**src/cle_pkg.sv**
```systemverilog
// ----------------------------------------------------------------------------
// Circular list engine package
// Sizes, opcodes and status codes used by the list engine.
// ----------------------------------------------------------------------------
package cle_pkg;

	localparam int DEPTH  = 16;
	localparam int SLOT_W = (DEPTH > 1) ? $clog2(DEPTH) : 1;
	localparam int CNT_W  = $clog2(DEPTH + 1);

	localparam int OPC_W = 3;
	localparam int VAL_W = 32;
	localparam int POS_W = 7;
	localparam int ST_W  = 2;

	localparam logic [OPC_W-1:0] OP_INS_HEAD = 3'd0;
	localparam logic [OPC_W-1:0] OP_INS_TAIL = 3'd1;
	localparam logic [OPC_W-1:0] OP_DEL_HEAD = 3'd2;
	localparam logic [OPC_W-1:0] OP_DEL_POS  = 3'd3;
	localparam logic [OPC_W-1:0] OP_LIST     = 3'd4;

	localparam logic [ST_W-1:0] ST_OK     = 2'd0;
	localparam logic [ST_W-1:0] ST_EMPTY  = 2'd1;
	localparam logic [ST_W-1:0] ST_BADPOS = 2'd2;
	localparam logic [ST_W-1:0] ST_FULL   = 2'd3;

endpackage

```
**src/cle_ram.sv**
```systemverilog
// ----------------------------------------------------------------------------
// Generic RAM
// One write port and one read port with a registered, enabled read.
// ----------------------------------------------------------------------------
module cle_ram #(
	parameter int WIDTH = 32,
	parameter int DEPTH = 16
) (
	input  logic                                       clk,
	input  logic                                       wr_en,
	input  logic [((DEPTH > 1) ? $clog2(DEPTH) : 1)-1:0] wr_addr,
	input  logic [WIDTH-1:0]                           wr_data,
	input  logic                                       rd_en,
	input  logic [((DEPTH > 1) ? $clog2(DEPTH) : 1)-1:0] rd_addr,
	output logic [WIDTH-1:0]                           rd_data
);

	logic [WIDTH-1:0] mem_q [DEPTH];

	always_ff @(posedge clk) begin
		if (wr_en) begin
			mem_q[wr_addr] <= wr_data;
		end
		if (rd_en) begin
			rd_data <= mem_q[rd_addr];
		end
	end

endmodule

```
**src/circular_list_engine_top.sv**
```systemverilog
// ----------------------------------------------------------------------------
// Circular list engine
// Ordered circular list of signed values held in a value RAM and a link RAM.
//
// A command beat on the cmd channel carries opcode, item_value and position.
// It is taken when cmd_valid is high and cmd_stall is low; cmd_stall stays
// high while a command is being worked on. Result beats leave on the res
// channel from one output register and are taken when res_valid is high
// and res_stall is low.
// Inserts, delete at head and rejected commands pass at most one link
// repair state (S_INS_LINK or S_DH) before S_EMIT loads their status beat;
// delete at position N walks the link chain in S_DW, one link RAM read per
// cycle, then repairs a link in S_DX. A listing gives one beat per cycle
// unless res_stall holds the output, and the next command is taken once
// its last beat is in the register. Unknown opcodes are taken and give
// no beat. While res_stall is high the output register holds its beat
// and the walk pauses with the RAM read data held.
// Reset empties the list at once; the RAM contents are not cleared, since
// only slots in use are ever read.
// ----------------------------------------------------------------------------
module circular_list_engine_top (
	input  logic                             clk,
	input  logic                             arst_n,
	input  logic                             cmd_valid,
	output logic                             cmd_stall,
	input  logic [cle_pkg::OPC_W-1:0]        opcode,
	input  logic signed [cle_pkg::VAL_W-1:0] item_value,
	input  logic [cle_pkg::POS_W-1:0]        position,
	output logic                             res_valid,
	input  logic                             res_stall,
	output logic signed [cle_pkg::VAL_W-1:0] out_value,
	output logic [cle_pkg::ST_W-1:0]         status,
	output logic [cle_pkg::POS_W-1:0]        entry_count,
	output logic                             last
);

	localparam logic [2:0] S_IDLE     = 3'd0;
	localparam logic [2:0] S_INS_LINK = 3'd1;
	localparam logic [2:0] S_DH       = 3'd2;
	localparam logic [2:0] S_DW       = 3'd3;
	localparam logic [2:0] S_DX       = 3'd4;
	localparam logic [2:0] S_LIST     = 3'd5;
	localparam logic [2:0] S_EMIT     = 3'd6;

	logic [2:0]                    state_q;
	logic [cle_pkg::DEPTH-1:0]     slot_used_q;
	logic [cle_pkg::SLOT_W-1:0]    head_q;
	logic [cle_pkg::SLOT_W-1:0]    tail_q;
	logic [cle_pkg::CNT_W-1:0]     count_q;
	logic [cle_pkg::SLOT_W-1:0]    new_q;
	logic [cle_pkg::SLOT_W-1:0]    tail_old_q;
	logic [cle_pkg::SLOT_W-1:0]    prev_q;
	logic [cle_pkg::SLOT_W-1:0]    del_q;
	logic [cle_pkg::SLOT_W-1:0]    hops_q;
	logic [cle_pkg::CNT_W-1:0]     remain_q;
	logic [cle_pkg::ST_W-1:0]      st_q;
	logic                          res_valid_q;
	logic signed [cle_pkg::VAL_W-1:0] out_value_q;
	logic [cle_pkg::ST_W-1:0]      status_q;
	logic [cle_pkg::POS_W-1:0]     entry_count_q;
	logic                          last_q;

	logic                          cmd_acc;
	logic                          out_free;
	logic                          c_empty;
	logic                          c_full;
	logic                          c_one;
	logic                          pos_ok;
	logic [cle_pkg::SLOT_W-1:0]    free_slot;
	logic [cle_pkg::SLOT_W-1:0]    rd_addr;
	logic                          v_we;
	logic                          v_re;
	logic [cle_pkg::VAL_W-1:0]     value_rdata;
	logic                          l_we;
	logic                          l_re;
	logic [cle_pkg::SLOT_W-1:0]    l_waddr;
	logic [cle_pkg::SLOT_W-1:0]    l_wdata;
	logic [cle_pkg::SLOT_W-1:0]    link_rdata;
	logic                          res_load;
	logic [cle_pkg::VAL_W-1:0]     res_value;
	logic [cle_pkg::ST_W-1:0]      res_status;
	logic                          res_last;

	assign cmd_stall = (state_q != S_IDLE);
	assign cmd_acc   = cmd_valid && (state_q == S_IDLE);
	assign out_free  = !res_valid_q || !res_stall;
	assign c_empty   = (count_q == '0);
	assign c_full    = (count_q == cle_pkg::CNT_W'(cle_pkg::DEPTH));
	assign c_one     = (count_q == cle_pkg::CNT_W'(1));
	assign pos_ok    = (position != '0) && (position <= cle_pkg::POS_W'(count_q));
	assign rd_addr   = (state_q == S_IDLE) ? head_q : link_rdata;

	always_comb begin
		free_slot = '0;
		for (int i = cle_pkg::DEPTH - 1; i >= 0; i--) begin
			if (!slot_used_q[i]) begin
				free_slot = cle_pkg::SLOT_W'(i);
			end
		end
	end

	always_comb begin
		v_we       = 1'b0;
		v_re       = 1'b0;
		l_we       = 1'b0;
		l_re       = 1'b0;
		l_waddr    = free_slot;
		l_wdata    = head_q;
		res_load   = 1'b0;
		res_value  = '0;
		res_status = cle_pkg::ST_OK;
		res_last   = 1'b1;
		unique case (state_q)
			S_IDLE: begin
				if (cmd_acc) begin
					unique case (opcode)
						cle_pkg::OP_INS_HEAD, cle_pkg::OP_INS_TAIL: begin
							if (!c_full) begin
								v_we    = 1'b1;
								l_we    = 1'b1;
								l_waddr = free_slot;
								l_wdata = c_empty ? free_slot : head_q;
							end
						end
						cle_pkg::OP_DEL_HEAD, cle_pkg::OP_DEL_POS: begin
							l_re = !c_empty && !c_one &&
								((opcode == cle_pkg::OP_DEL_HEAD) || pos_ok);
						end
						cle_pkg::OP_LIST: begin
							v_re = !c_empty;
							l_re = !c_empty;
						end
						default: begin
						end
					endcase
				end
			end
			S_INS_LINK: begin
				l_we    = 1'b1;
				l_waddr = tail_old_q;
				l_wdata = new_q;
			end
			S_DH: begin
				l_we    = 1'b1;
				l_waddr = tail_q;
				l_wdata = link_rdata;
			end
			S_DW: begin
				l_re = 1'b1;
			end
			S_DX: begin
				l_we    = 1'b1;
				l_waddr = prev_q;
				l_wdata = link_rdata;
			end
			S_LIST: begin
				if (out_free) begin
					res_load  = 1'b1;
					res_value = value_rdata;
					res_last  = (remain_q == cle_pkg::CNT_W'(1));
					v_re      = !res_last;
					l_re      = !res_last;
				end
			end
			S_EMIT: begin
				if (out_free) begin
					res_load   = 1'b1;
					res_status = st_q;
				end
			end
			default: begin
			end
		endcase
	end

	always_ff @(posedge clk or negedge arst_n) begin
		if (!arst_n) begin
			state_q     <= S_IDLE;
			slot_used_q <= '0;
			head_q      <= '0;
			tail_q      <= '0;
			count_q     <= '0;
			new_q       <= '0;
			tail_old_q  <= '0;
			prev_q      <= '0;
			del_q       <= '0;
			hops_q      <= '0;
			remain_q    <= '0;
			st_q        <= cle_pkg::ST_OK;
			res_valid_q <= 1'b0;
		end else begin
			if (res_load) begin
				res_valid_q <= 1'b1;
			end else if (!res_stall) begin
				res_valid_q <= 1'b0;
			end
			unique case (state_q)
				S_IDLE: begin
					if (cmd_acc) begin
						unique case (opcode)
							cle_pkg::OP_INS_HEAD, cle_pkg::OP_INS_TAIL: begin
								if (c_full) begin
									st_q    <= cle_pkg::ST_FULL;
									state_q <= S_EMIT;
								end else begin
									slot_used_q[free_slot] <= 1'b1;
									count_q <= count_q + cle_pkg::CNT_W'(1);
									st_q    <= cle_pkg::ST_OK;
									if (c_empty) begin
										head_q  <= free_slot;
										tail_q  <= free_slot;
										state_q <= S_EMIT;
									end else begin
										new_q      <= free_slot;
										tail_old_q <= tail_q;
										if (opcode == cle_pkg::OP_INS_HEAD) begin
											head_q <= free_slot;
										end else begin
											tail_q <= free_slot;
										end
										state_q <= S_INS_LINK;
									end
								end
							end
							cle_pkg::OP_DEL_HEAD, cle_pkg::OP_DEL_POS: begin
								priority if (c_empty) begin
									st_q    <= cle_pkg::ST_EMPTY;
									state_q <= S_EMIT;
								end else if ((opcode == cle_pkg::OP_DEL_POS) && !pos_ok) begin
									st_q    <= cle_pkg::ST_BADPOS;
									state_q <= S_EMIT;
								end else if ((opcode == cle_pkg::OP_DEL_HEAD) ||
									(position == cle_pkg::POS_W'(1))) begin
									if (c_one) begin
										slot_used_q[head_q] <= 1'b0;
										head_q  <= '0;
										tail_q  <= '0;
										count_q <= '0;
										st_q    <= cle_pkg::ST_OK;
										state_q <= S_EMIT;
									end else begin
										state_q <= S_DH;
									end
								end else begin
									prev_q  <= head_q;
									hops_q  <= cle_pkg::SLOT_W'(position - cle_pkg::POS_W'(2));
									state_q <= S_DW;
								end
							end
							cle_pkg::OP_LIST: begin
								if (c_empty) begin
									st_q    <= cle_pkg::ST_EMPTY;
									state_q <= S_EMIT;
								end else begin
									remain_q <= count_q;
									state_q  <= S_LIST;
								end
							end
							default: begin
							end
						endcase
					end
				end
				S_INS_LINK: begin
					st_q    <= cle_pkg::ST_OK;
					state_q <= S_EMIT;
				end
				S_DH: begin
					slot_used_q[head_q] <= 1'b0;
					head_q  <= link_rdata;
					count_q <= count_q - cle_pkg::CNT_W'(1);
					st_q    <= cle_pkg::ST_OK;
					state_q <= S_EMIT;
				end
				S_DW: begin
					if (hops_q != '0) begin
						prev_q <= link_rdata;
						hops_q <= hops_q - cle_pkg::SLOT_W'(1);
					end else begin
						del_q   <= link_rdata;
						state_q <= S_DX;
					end
				end
				S_DX: begin
					if (del_q == tail_q) begin
						tail_q <= prev_q;
					end
					slot_used_q[del_q] <= 1'b0;
					count_q <= count_q - cle_pkg::CNT_W'(1);
					st_q    <= cle_pkg::ST_OK;
					state_q <= S_EMIT;
				end
				S_LIST: begin
					if (out_free) begin
						if (remain_q == cle_pkg::CNT_W'(1)) begin
							state_q <= S_IDLE;
						end else begin
							remain_q <= remain_q - cle_pkg::CNT_W'(1);
						end
					end
				end
				S_EMIT: begin
					if (out_free) begin
						state_q <= S_IDLE;
					end
				end
				default: begin
					state_q <= S_IDLE;
				end
			endcase
		end
	end

	always_ff @(posedge clk) begin
		if (res_load) begin
			out_value_q   <= $signed(res_value);
			status_q      <= res_status;
			entry_count_q <= cle_pkg::POS_W'(count_q);
			last_q        <= res_last;
		end
	end

	cle_ram #(
		.WIDTH(cle_pkg::VAL_W),
		.DEPTH(cle_pkg::DEPTH)
	) u_value_ram (
		.clk    (clk),
		.wr_en  (v_we),
		.wr_addr(free_slot),
		.wr_data($unsigned(item_value)),
		.rd_en  (v_re),
		.rd_addr(rd_addr),
		.rd_data(value_rdata)
	);

	cle_ram #(
		.WIDTH(cle_pkg::SLOT_W),
		.DEPTH(cle_pkg::DEPTH)
	) u_link_ram (
		.clk    (clk),
		.wr_en  (l_we),
		.wr_addr(l_waddr),
		.wr_data(l_wdata),
		.rd_en  (l_re),
		.rd_addr(rd_addr),
		.rd_data(link_rdata)
	);

	assign res_valid   = res_valid_q;
	assign out_value   = out_value_q;
	assign status      = status_q;
	assign entry_count = entry_count_q;
	assign last        = last_q;

	// The occupancy mask and the count move together.
	assert property (@(posedge clk) disable iff (!arst_n)
		$countones(slot_used_q) == count_q)
		else $error("slot occupancy and count disagree");

	assert property (@(posedge clk) disable iff (!arst_n)
		count_q <= cle_pkg::CNT_W'(cle_pkg::DEPTH))
		else $error("count beyond depth");

	// An empty list has its head and tail slots parked at zero.
	assert property (@(posedge clk) disable iff (!arst_n)
		c_empty |-> (head_q == '0) && (tail_q == '0))
		else $error("empty list with stray head or tail");

	// Link repairs only run on lists of two or more entries.
	assert property (@(posedge clk) disable iff (!arst_n)
		((state_q == S_DH) || (state_q == S_DW) || (state_q == S_DX))
			|-> (count_q >= cle_pkg::CNT_W'(2)))
		else $error("link repair on a short list");

	assert property (@(posedge clk) disable iff (!arst_n)
		(state_q == S_LIST) |-> (remain_q != '0))
		else $error("listing with no entries left");

	// A stalled beat is never overwritten.
	assert property (@(posedge clk) disable iff (!arst_n)
		(res_valid_q && res_stall) |-> !res_load)
		else $error("result register loaded while stalled");

endmodule
```
**config.mk**
```make
export PLATFORM = sky130hd
export DESIGN_NAME = circular_list_engine_top
export DESIGN_NICKNAME = d
export VERILOG_FILES = /design/src/cle_pkg.sv /design/src/cle_ram.sv /design/src/circular_list_engine_top.sv
export SDC_FILE = /design/constraint.sdc
export NUM_CORES = 1
export LEC_CHECK = 0
export BUFFER_PORTS_ARGS = -buffer_cell sky130_fd_sc_hd__buf_2
export CELL_PAD_IN_SITES_DETAIL_PLACEMENT = 0
export CELL_PAD_IN_SITES_GLOBAL_PLACEMENT = 1
export CORE_MARGIN = 3
export CORE_UTILIZATION = 58
export DETAILED_ROUTE_END_ITERATION = 7
export PLACE_DENSITY_LB_ADDON = 0.1
export SETUP_SLACK_MARGIN = 0.5
export SLEW_MARGIN = 20
export SYNTH_ARGS = -nofsm -noshare
export SYNTH_HDL_FRONTEND = slang
export SYNTH_HIERARCHICAL = 1
export SYNTH_SLANG_ARGS = --single-unit
export TNS_END_PERCENT = 50
```
**constraint.sdc**
```tcl
create_clock -name clk -period 12.2 [get_ports clk]
set_input_delay 1.83 -clock clk [delete_from_list [all_inputs] [get_ports clk]]
set_output_delay 1.83 -clock clk [all_outputs]
set_load 0.05 [all_outputs]
```
# ---- Word level (Yosys, flattened, before mapping)
# Memory sizes are Yosys's and may differ from the RTL's. A register that Yosys moved wholly into a read port is not among the register bits.
# Index checks and enable logic that the tools add are counted.
dict set report word_totals {
  ff_bits 100
  memories 2
  ram_bits 576
  output_inout_bits 44
  latchBits 0
  in_bits 46
  word_cells 252
  mem_bits_ro 0
}
dict set report classes {
  n_eq_ne 41
  n_div 0
  n_bitwise 8
  addsub 5
  n_reduce_logical 47
  n_mul 0
  shift 0
  mux 125
  n_lt_le_gt_ge 7
}
# memory words word_bits rd rd_ports_with_merged_regs write_ports line
set memory_table {}
lappend memory_table {u_value_ram.mem_q 16 32 1 1 1 cle_ram.sv:18} ;# logic [WIDTH-1:0] mem_q [DEPTH];
lappend memory_table {u_link_ram.mem_q 16 4 1 1 1 cle_ram.sv:18}
# operator count
set ops {}
lappend ops {{2-to-1 mux 4 bit} 46}
lappend ops {{2-to-1 mux 16 bit} 6}
lappend ops {{2-to-1 mux 5 bit} 11}
lappend ops {{case mux 16 bit (3 select lines)} 1}
lappend ops {{case mux 4 bit (2 select lines)} 6}
lappend ops {{2-to-1 mux 3 bit} 11}
lappend ops {{AND 16 bit} 2}
lappend ops {{NOT 16 bit} 2}
lappend ops {{case mux 16 bit (2 select lines)} 1}
lappend ops {{case mux 5 bit (2 select lines)} 3}
lappend ops {{case mux 4 bit (3 select lines)} 2}
lappend ops {{!= test 2 bit (second input constant)} 11}
lappend ops {{2-to-1 mux 1 bit} 19}
lappend ops {{!= test 3 bit (second input constant)} 6}
lappend ops {{AND reduction 6 bit} 3}
lappend ops {{2-to-1 mux 2 bit} 8}
lappend ops {{OR 16 bit} 1}
lappend ops {{AND reduction 8 bit} 2}
lappend ops {{less-than comparator 4 x 5 -> 1 bit (second input constant)} 3}
lappend ops {{case mux 3 bit (5 select lines)} 1}
lappend ops {{demux 1 bit (select 4 bit)} 3}
lappend ops {{== test 3 x 2 -> 1 bit (second input constant)} 4}
lappend ops {{== test 3 bit (second input constant)} 4}
lappend ops {{greater-or-equal comparator 4 x 1 -> 1 bit (second input constant)} 3}
lappend ops {{37 further kinds} 74}

# ---- Longest topological paths before layout
dict set report depth {
  ltp_word 25
  ltp_mapped 11
  depth_no_buf 9
}

# ---- Hierarchy
# The synthesis kept the hierarchy.
# module instances seq_area_each_um2 cells_each area_per_inst_um2
set modules_own_cells {}
lappend modules_own_cells {{cle_ram (u_value_ram)} 1 16335.7 838 20155.6}
lappend modules_own_cells {circular_list_engine_top 1 2702.6 720 6422.4}
lappend modules_own_cells {{cle_ram (u_link_ram)} 1 2042.0 130 2706.3}

# ---- Least setup slack after synthesis
# Ideal clock, no wire load.
dict set report synth_path {
  path_kind {input to register}
  from {input opcode[2] (netlist name)}
  to {memory u_value_ram.mem_q[0][0] (enable)}
  setup_time_ns 0.461
  path_slack_ns 6.626
  stages 6
  required_ns 11.739
  t_arrival_ns 5.113
  path_buffers 1
  cell_sequence {clkbuf_1 -> nor3_1 -> nand2_1 -> inv_1 -> or3b_2 -> nor3_1}
}
dict set report synth_via {
  elab_chain_len 7
  elab_cells_between_ends 8
  cone_classes {eq/ne (1); mux (5); reduce/logical (2)}
}
# item line
set synth_rtl {}
lappend synth_rtl {{from (decl)} circular_list_engine_top.sv:26} ;# input logic [cle_pkg::OPC_W-1:0] opcode,
lappend synth_rtl {{== test 3 x 1 -> 1 bit or zero test 3 bit (tied branches)} circular_list_engine_top.sv:116} ;# unique case (opcode)
lappend synth_rtl {{OR reduction 2 bit *} circular_list_engine_top.sv:116}
lappend synth_rtl {{2-to-1 mux 1 bit *} circular_list_engine_top.sv:116}
lappend synth_rtl {{2-to-1 mux 1 bit *} circular_list_engine_top.sv:115} ;# if (cmd_acc) begin
lappend synth_rtl {{2-to-1 mux 1 bit *} circular_list_engine_top.sv:113} ;# unique case (state_q)
lappend synth_rtl {{net v_we} circular_list_engine_top.sv:71} ;# logic v_we;
lappend synth_rtl {{2-to-1 mux 1 bit *} cle_ram.sv:21} ;# if (wr_en) begin
lappend synth_rtl {{2-to-1 mux 1 bit (not written as such) *} cle_ram.sv:22} ;# mem_q[wr_addr] <= wr_data;
lappend synth_rtl {{to (decl)} cle_ram.sv:18}
# Mark *: on every way through the listed nets, which the timed path passes. The rest lies on a longest branch.

# ---- Worst setup path after layout
dict set report layout_path {
  from {register state_q[1]}
  to {register u_value_ram.rd_data[4], read port of u_value_ram.mem_q (data pin)}
}
dict set report layout_via {
  elab_cells_between_ends 6
  cone_classes {eq/ne (1); mux (3); reduce/logical (2)}
}
# item line
set layout_rtl {}
lappend layout_rtl {{from (decl)} circular_list_engine_top.sv:45} ;# logic [2:0] state_q;
lappend layout_rtl {{from (signal assigned)} circular_list_engine_top.sv:178} ;# state_q <= S_IDLE;
lappend layout_rtl {{from (signal assigned)} circular_list_engine_top.sv:204} ;# state_q <= S_EMIT;
lappend layout_rtl {{from (signal assigned)} circular_list_engine_top.sv:212} ;# state_q <= S_EMIT;
lappend layout_rtl {{zero test 3 bit} circular_list_engine_top.sv:91} ;# assign rd_addr = (state_q == S_IDLE) ? head_q : link_rdata;
lappend layout_rtl {{2-to-1 mux 4 bit} circular_list_engine_top.sv:91}
lappend layout_rtl {{net rd_addr (one bit)} circular_list_engine_top.sv:70} ;# logic [cle_pkg::SLOT_W-1:0] rd_addr;
lappend layout_rtl {{to (decl)} cle_ram.sv:15} ;# output logic [WIDTH-1:0] rd_data
# The timed path passes the listed nets, and every way through them passes these cells.
# A chain may end at the register's enable or synchronous reset.

==> flow_metrics.tcl <==
set metrics [dict create \
    synth_compound_area_share_pct 6.665 \
    final.hold.worst_slack_ns 0.4858 \
    synthSimpleGateAreaFrac_pct 6.174 \
    cts_tree "yes" \
    maxSlewHeadroom_pct 23.17 \
    clock_skew_ns 0.02599 \
    vias 16220 \
    vias_per_cell 6.482 \
    layout-drive-gt1-share_pct 23.30 \
    yosysSeqAreaShare_pct 71.98 \
    synth_top_cell_by_area "edfxtp_1" \
    cts-buffers-inserted 72 \
    final_nets 1841 \
    dp_hpwl_um 36880 \
    grt_pass1_wl_um 102900 \
    critPathKind "reg2reg" \
    root_buffer "clkbuf_16" \
    grt.overflow.total 0 \
    synthTopCellsByArea "edfxtp_1 (67%), mux4_2 (10%), dfrtp_1 (5.1%)" \
    clockBufferDepth 3 \
    gp_congestion 0.8466 \
    setup_viol 0 \
    syn_area_um2 29280 \
    critPathTopFamily "buffers and inverters" \
    status "finished, final reports clean" \
    rsz0062_at_grt "false" \
    die_x_um 230.7 \
    core_um2 49460 \
    synth-edff-count 652 \
    crit_buf_inv 3 \
    grt_usage_pct 25.97 \
    worst_pin_slew_ns 1.152 \
    synthAdderAreaFrac_pct 0.5554 \
    ys.flop_type "edfxtp_1" \
    hold_class "reg2reg" \
    io_pins 90 \
    max_freq_mhz 214.1 \
    hold_buffers 0 \
    ys_warn_count 6 \
    synthCells 1688 \
    drt_iter0_drc 1401 \
    drv_cap 0 \
    grt_max_degree 121 \
    htree_levels 3 \
    row_count 81 \
    peakVddDrop_uv 147.2 \
    powerDensity_nw_per_um2 225.0 \
    antenna_found_initial 4 \
    final_hold_viol_count 0 \
    die-area_um2 53220 \
    synth_commonest_cells "edfxtp_1 (652), mux4_2 (130), nand2_1 (114)" \
    maxSlewViolCount 0 \
    slowest_delay_ns 0.83 \
    crit_required_ns 12.54 \
    leakage_nw 11.13 \
    grt_pass1_vias 16070 \
    async_reset_ff_share_pct 8.427 \
    layout_worst_path_cycle_share_pct 38.29 \
    synth.distinct_cells 79 \
    dieHeight_um 230.7 \
    cts_sinks 712 \
    cp_max_fo 61 \
    syn_to_final_growth_pct 12.21 \
    muxShareOfSynthArea_pct 12.44 \
    portBuffers 87 \
    yosys.cell_count.top_type "edfxtp_1" \
    wire_per_inst_um 27.12 \
    synth_xor_area_share_pct 0.2094 \
    first_pass_iters 5 \
    synth-seq-cells 712 \
    start_util_pct 59.21 \
    synth_top_area_share_pct 66.86 \
    syn_avg_cell_area_um2 17.35 \
    fin_crit_ns 4.672 \
    drc 0 \
    post-cts-setup-buffer-count 0 \
    drt.antenna.violating_nets 0 \
    cts_resized 0 \
    slowest_stage "dfrtp_1" \
    fill_cells 3394 \
    path_cells "nor3_2 -> inv_1 -> nand2_1 -> nand2_4 -> buf_4 -> buf_4 -> mux4_2 -> a22oi_1 -> nand2_1" \
    drt-total-wl_um 67850 \
    cts.reportedPaths.clkPinSlew_ns 0.06 \
    synth_top_family_by_area "multiplexers" \
    clk_latency_ns 0.61 \
    worstPathArrival_ns 5.01 \
    start_kind "register" \
    setup_tns_ns 0 \
    endpoint_kind "register" \
]
[worst register-to-register path, cell delays in order, from the launching register on]
cell     delay (ns)
dfrtp_1        0.83
nor3_2         0.25
inv_1          0.44
nand2_1        0.17
nand2_4        0.35
buf_4          0.76
buf_4          0.83
mux4_2         0.46
a22oi_1        0.23
nand2_1        0.08
[sequential cells by signal (all words and copies together), names as in the netlist, 5 cells and up]
signal / flops
u_value_ram/mem_q: 512
u_link_ram/mem_q: 64
out_value: 32
u_value_ram/rd_data: 32
slot_used_q: 16
count_q: 5
entry_count: 5
remain_q: 5
[path summary, 6_finish.rpt]
path                                                    endpoint  depth (start not counted)  slack [ns]                    from
worst max-delay path            u_value_ram/rd_data[4]$_DFFE_PP_                          9        7.53  state_q[1]$_DFFE_PN0P_
worst min-delay path                        new_q[1]$_DFFE_PN0P_                          2        0.49    new_q[1]$_DFFE_PN0P_
worst max register to register  u_value_ram/rd_data[4]$_DFFE_PP_                          9        7.53  state_q[1]$_DFFE_PN0P_
worst min register to register              new_q[1]$_DFFE_PN0P_                          2        0.49    new_q[1]$_DFFE_PN0P_
max in group asynchronous                  head_q[2]$_DFFE_PN0P_                          2       10.24                  arst_n
min in group asynchronous                 count_q[1]$_DFFE_PN0P_                          2        1.39                  arst_n
[cells in the final DEF (no fill, tap or decap), drive strengths merged, types with 4 or more instances in the layout]
master	count
mux2	29
bufinv	8
inv	27
a31oi	18
nor3	32
a2bb2oi	7
a211oi	7
clkbuf	86
xor2	6
and3	38
edfxtp	652
and2	7
nor2b	16
a221o	6
o21ai	74
nand3b	5
o22ai	9
nor4	5
nand2	115
and4	4
mux4	144
clkinv	32
nor4b	4
or3b	5
o31ai	6
a21oi	53
nor2	71
dfrtp	60
a22oi	79
nand4	7
nand2b	14
buf	119
nand3	25
ha	13
[through the flow]
stage | instance area (um2) | power, mW | setup slack, ns | cells | util [%]
3_5_place_dp | 30500 | 5.253 | 7.519 | 2372 | 61.66
4_1_cts | 32860 | 7.438 | 7.483 | 2501 | 66.43
5_1_grt | 32860 | 7.727 | 7.203 | 2501 | 66.43
2_1_floorplan | 29290 | 4.667 | 6.626 | 1689 | -
3_3_place_gp | 30490 | 5.227 | 7.326 | 2371 | 61.65
6_report | 32860 | 7.394 | 7.528 | 2502 | 66.44
[where the power goes]
group          switching [mW]  internal (mW)  leakage, nW  total [mW]
clock                   0.905           1.28         1.15        2.19
combinational            1.34          0.768         3.28        2.11
sequential              0.153           2.94         6.70        3.10
[logic make-up (layout without fill, tap and decap cells)]
kind of cell,after synthesis,count (layout)
DFF,712,712
buffers and inverters,127,275
adders and majority gates,13,13
other,1,3
and+or+nand+nor,362,362
xor gates and xnor gates,7,7
AOI/OAI and AO/OA,292,292
muxes,174,174
[metal layers]
layer  GRT usage, %  share of wire (%)  wire (um)  up-vias
met5              0              0.050         34        -
met1          37.15                 41      27600     8379
li1               -                  -          -     7027
met4          7.670                2.6       1734        6
met3          5.195                7.6       5153      124
met2          41.39                 49      33320      683
[layout make-up]
type                       count  area (um2)  share of cell area, %
clock buffer                  86        1886                  5.738
tap                          664       830.8                  2.528
antenna                        1       2.502               0.007616
multi-input combinational    850        7797                  23.73
timing repair buffer         119       685.7                  2.087
inverter                      27       101.3                 0.3084
clock inverter                43       475.5                  1.447
sequential                   712       21080                  64.15
(Power assumes the default switching activity.)
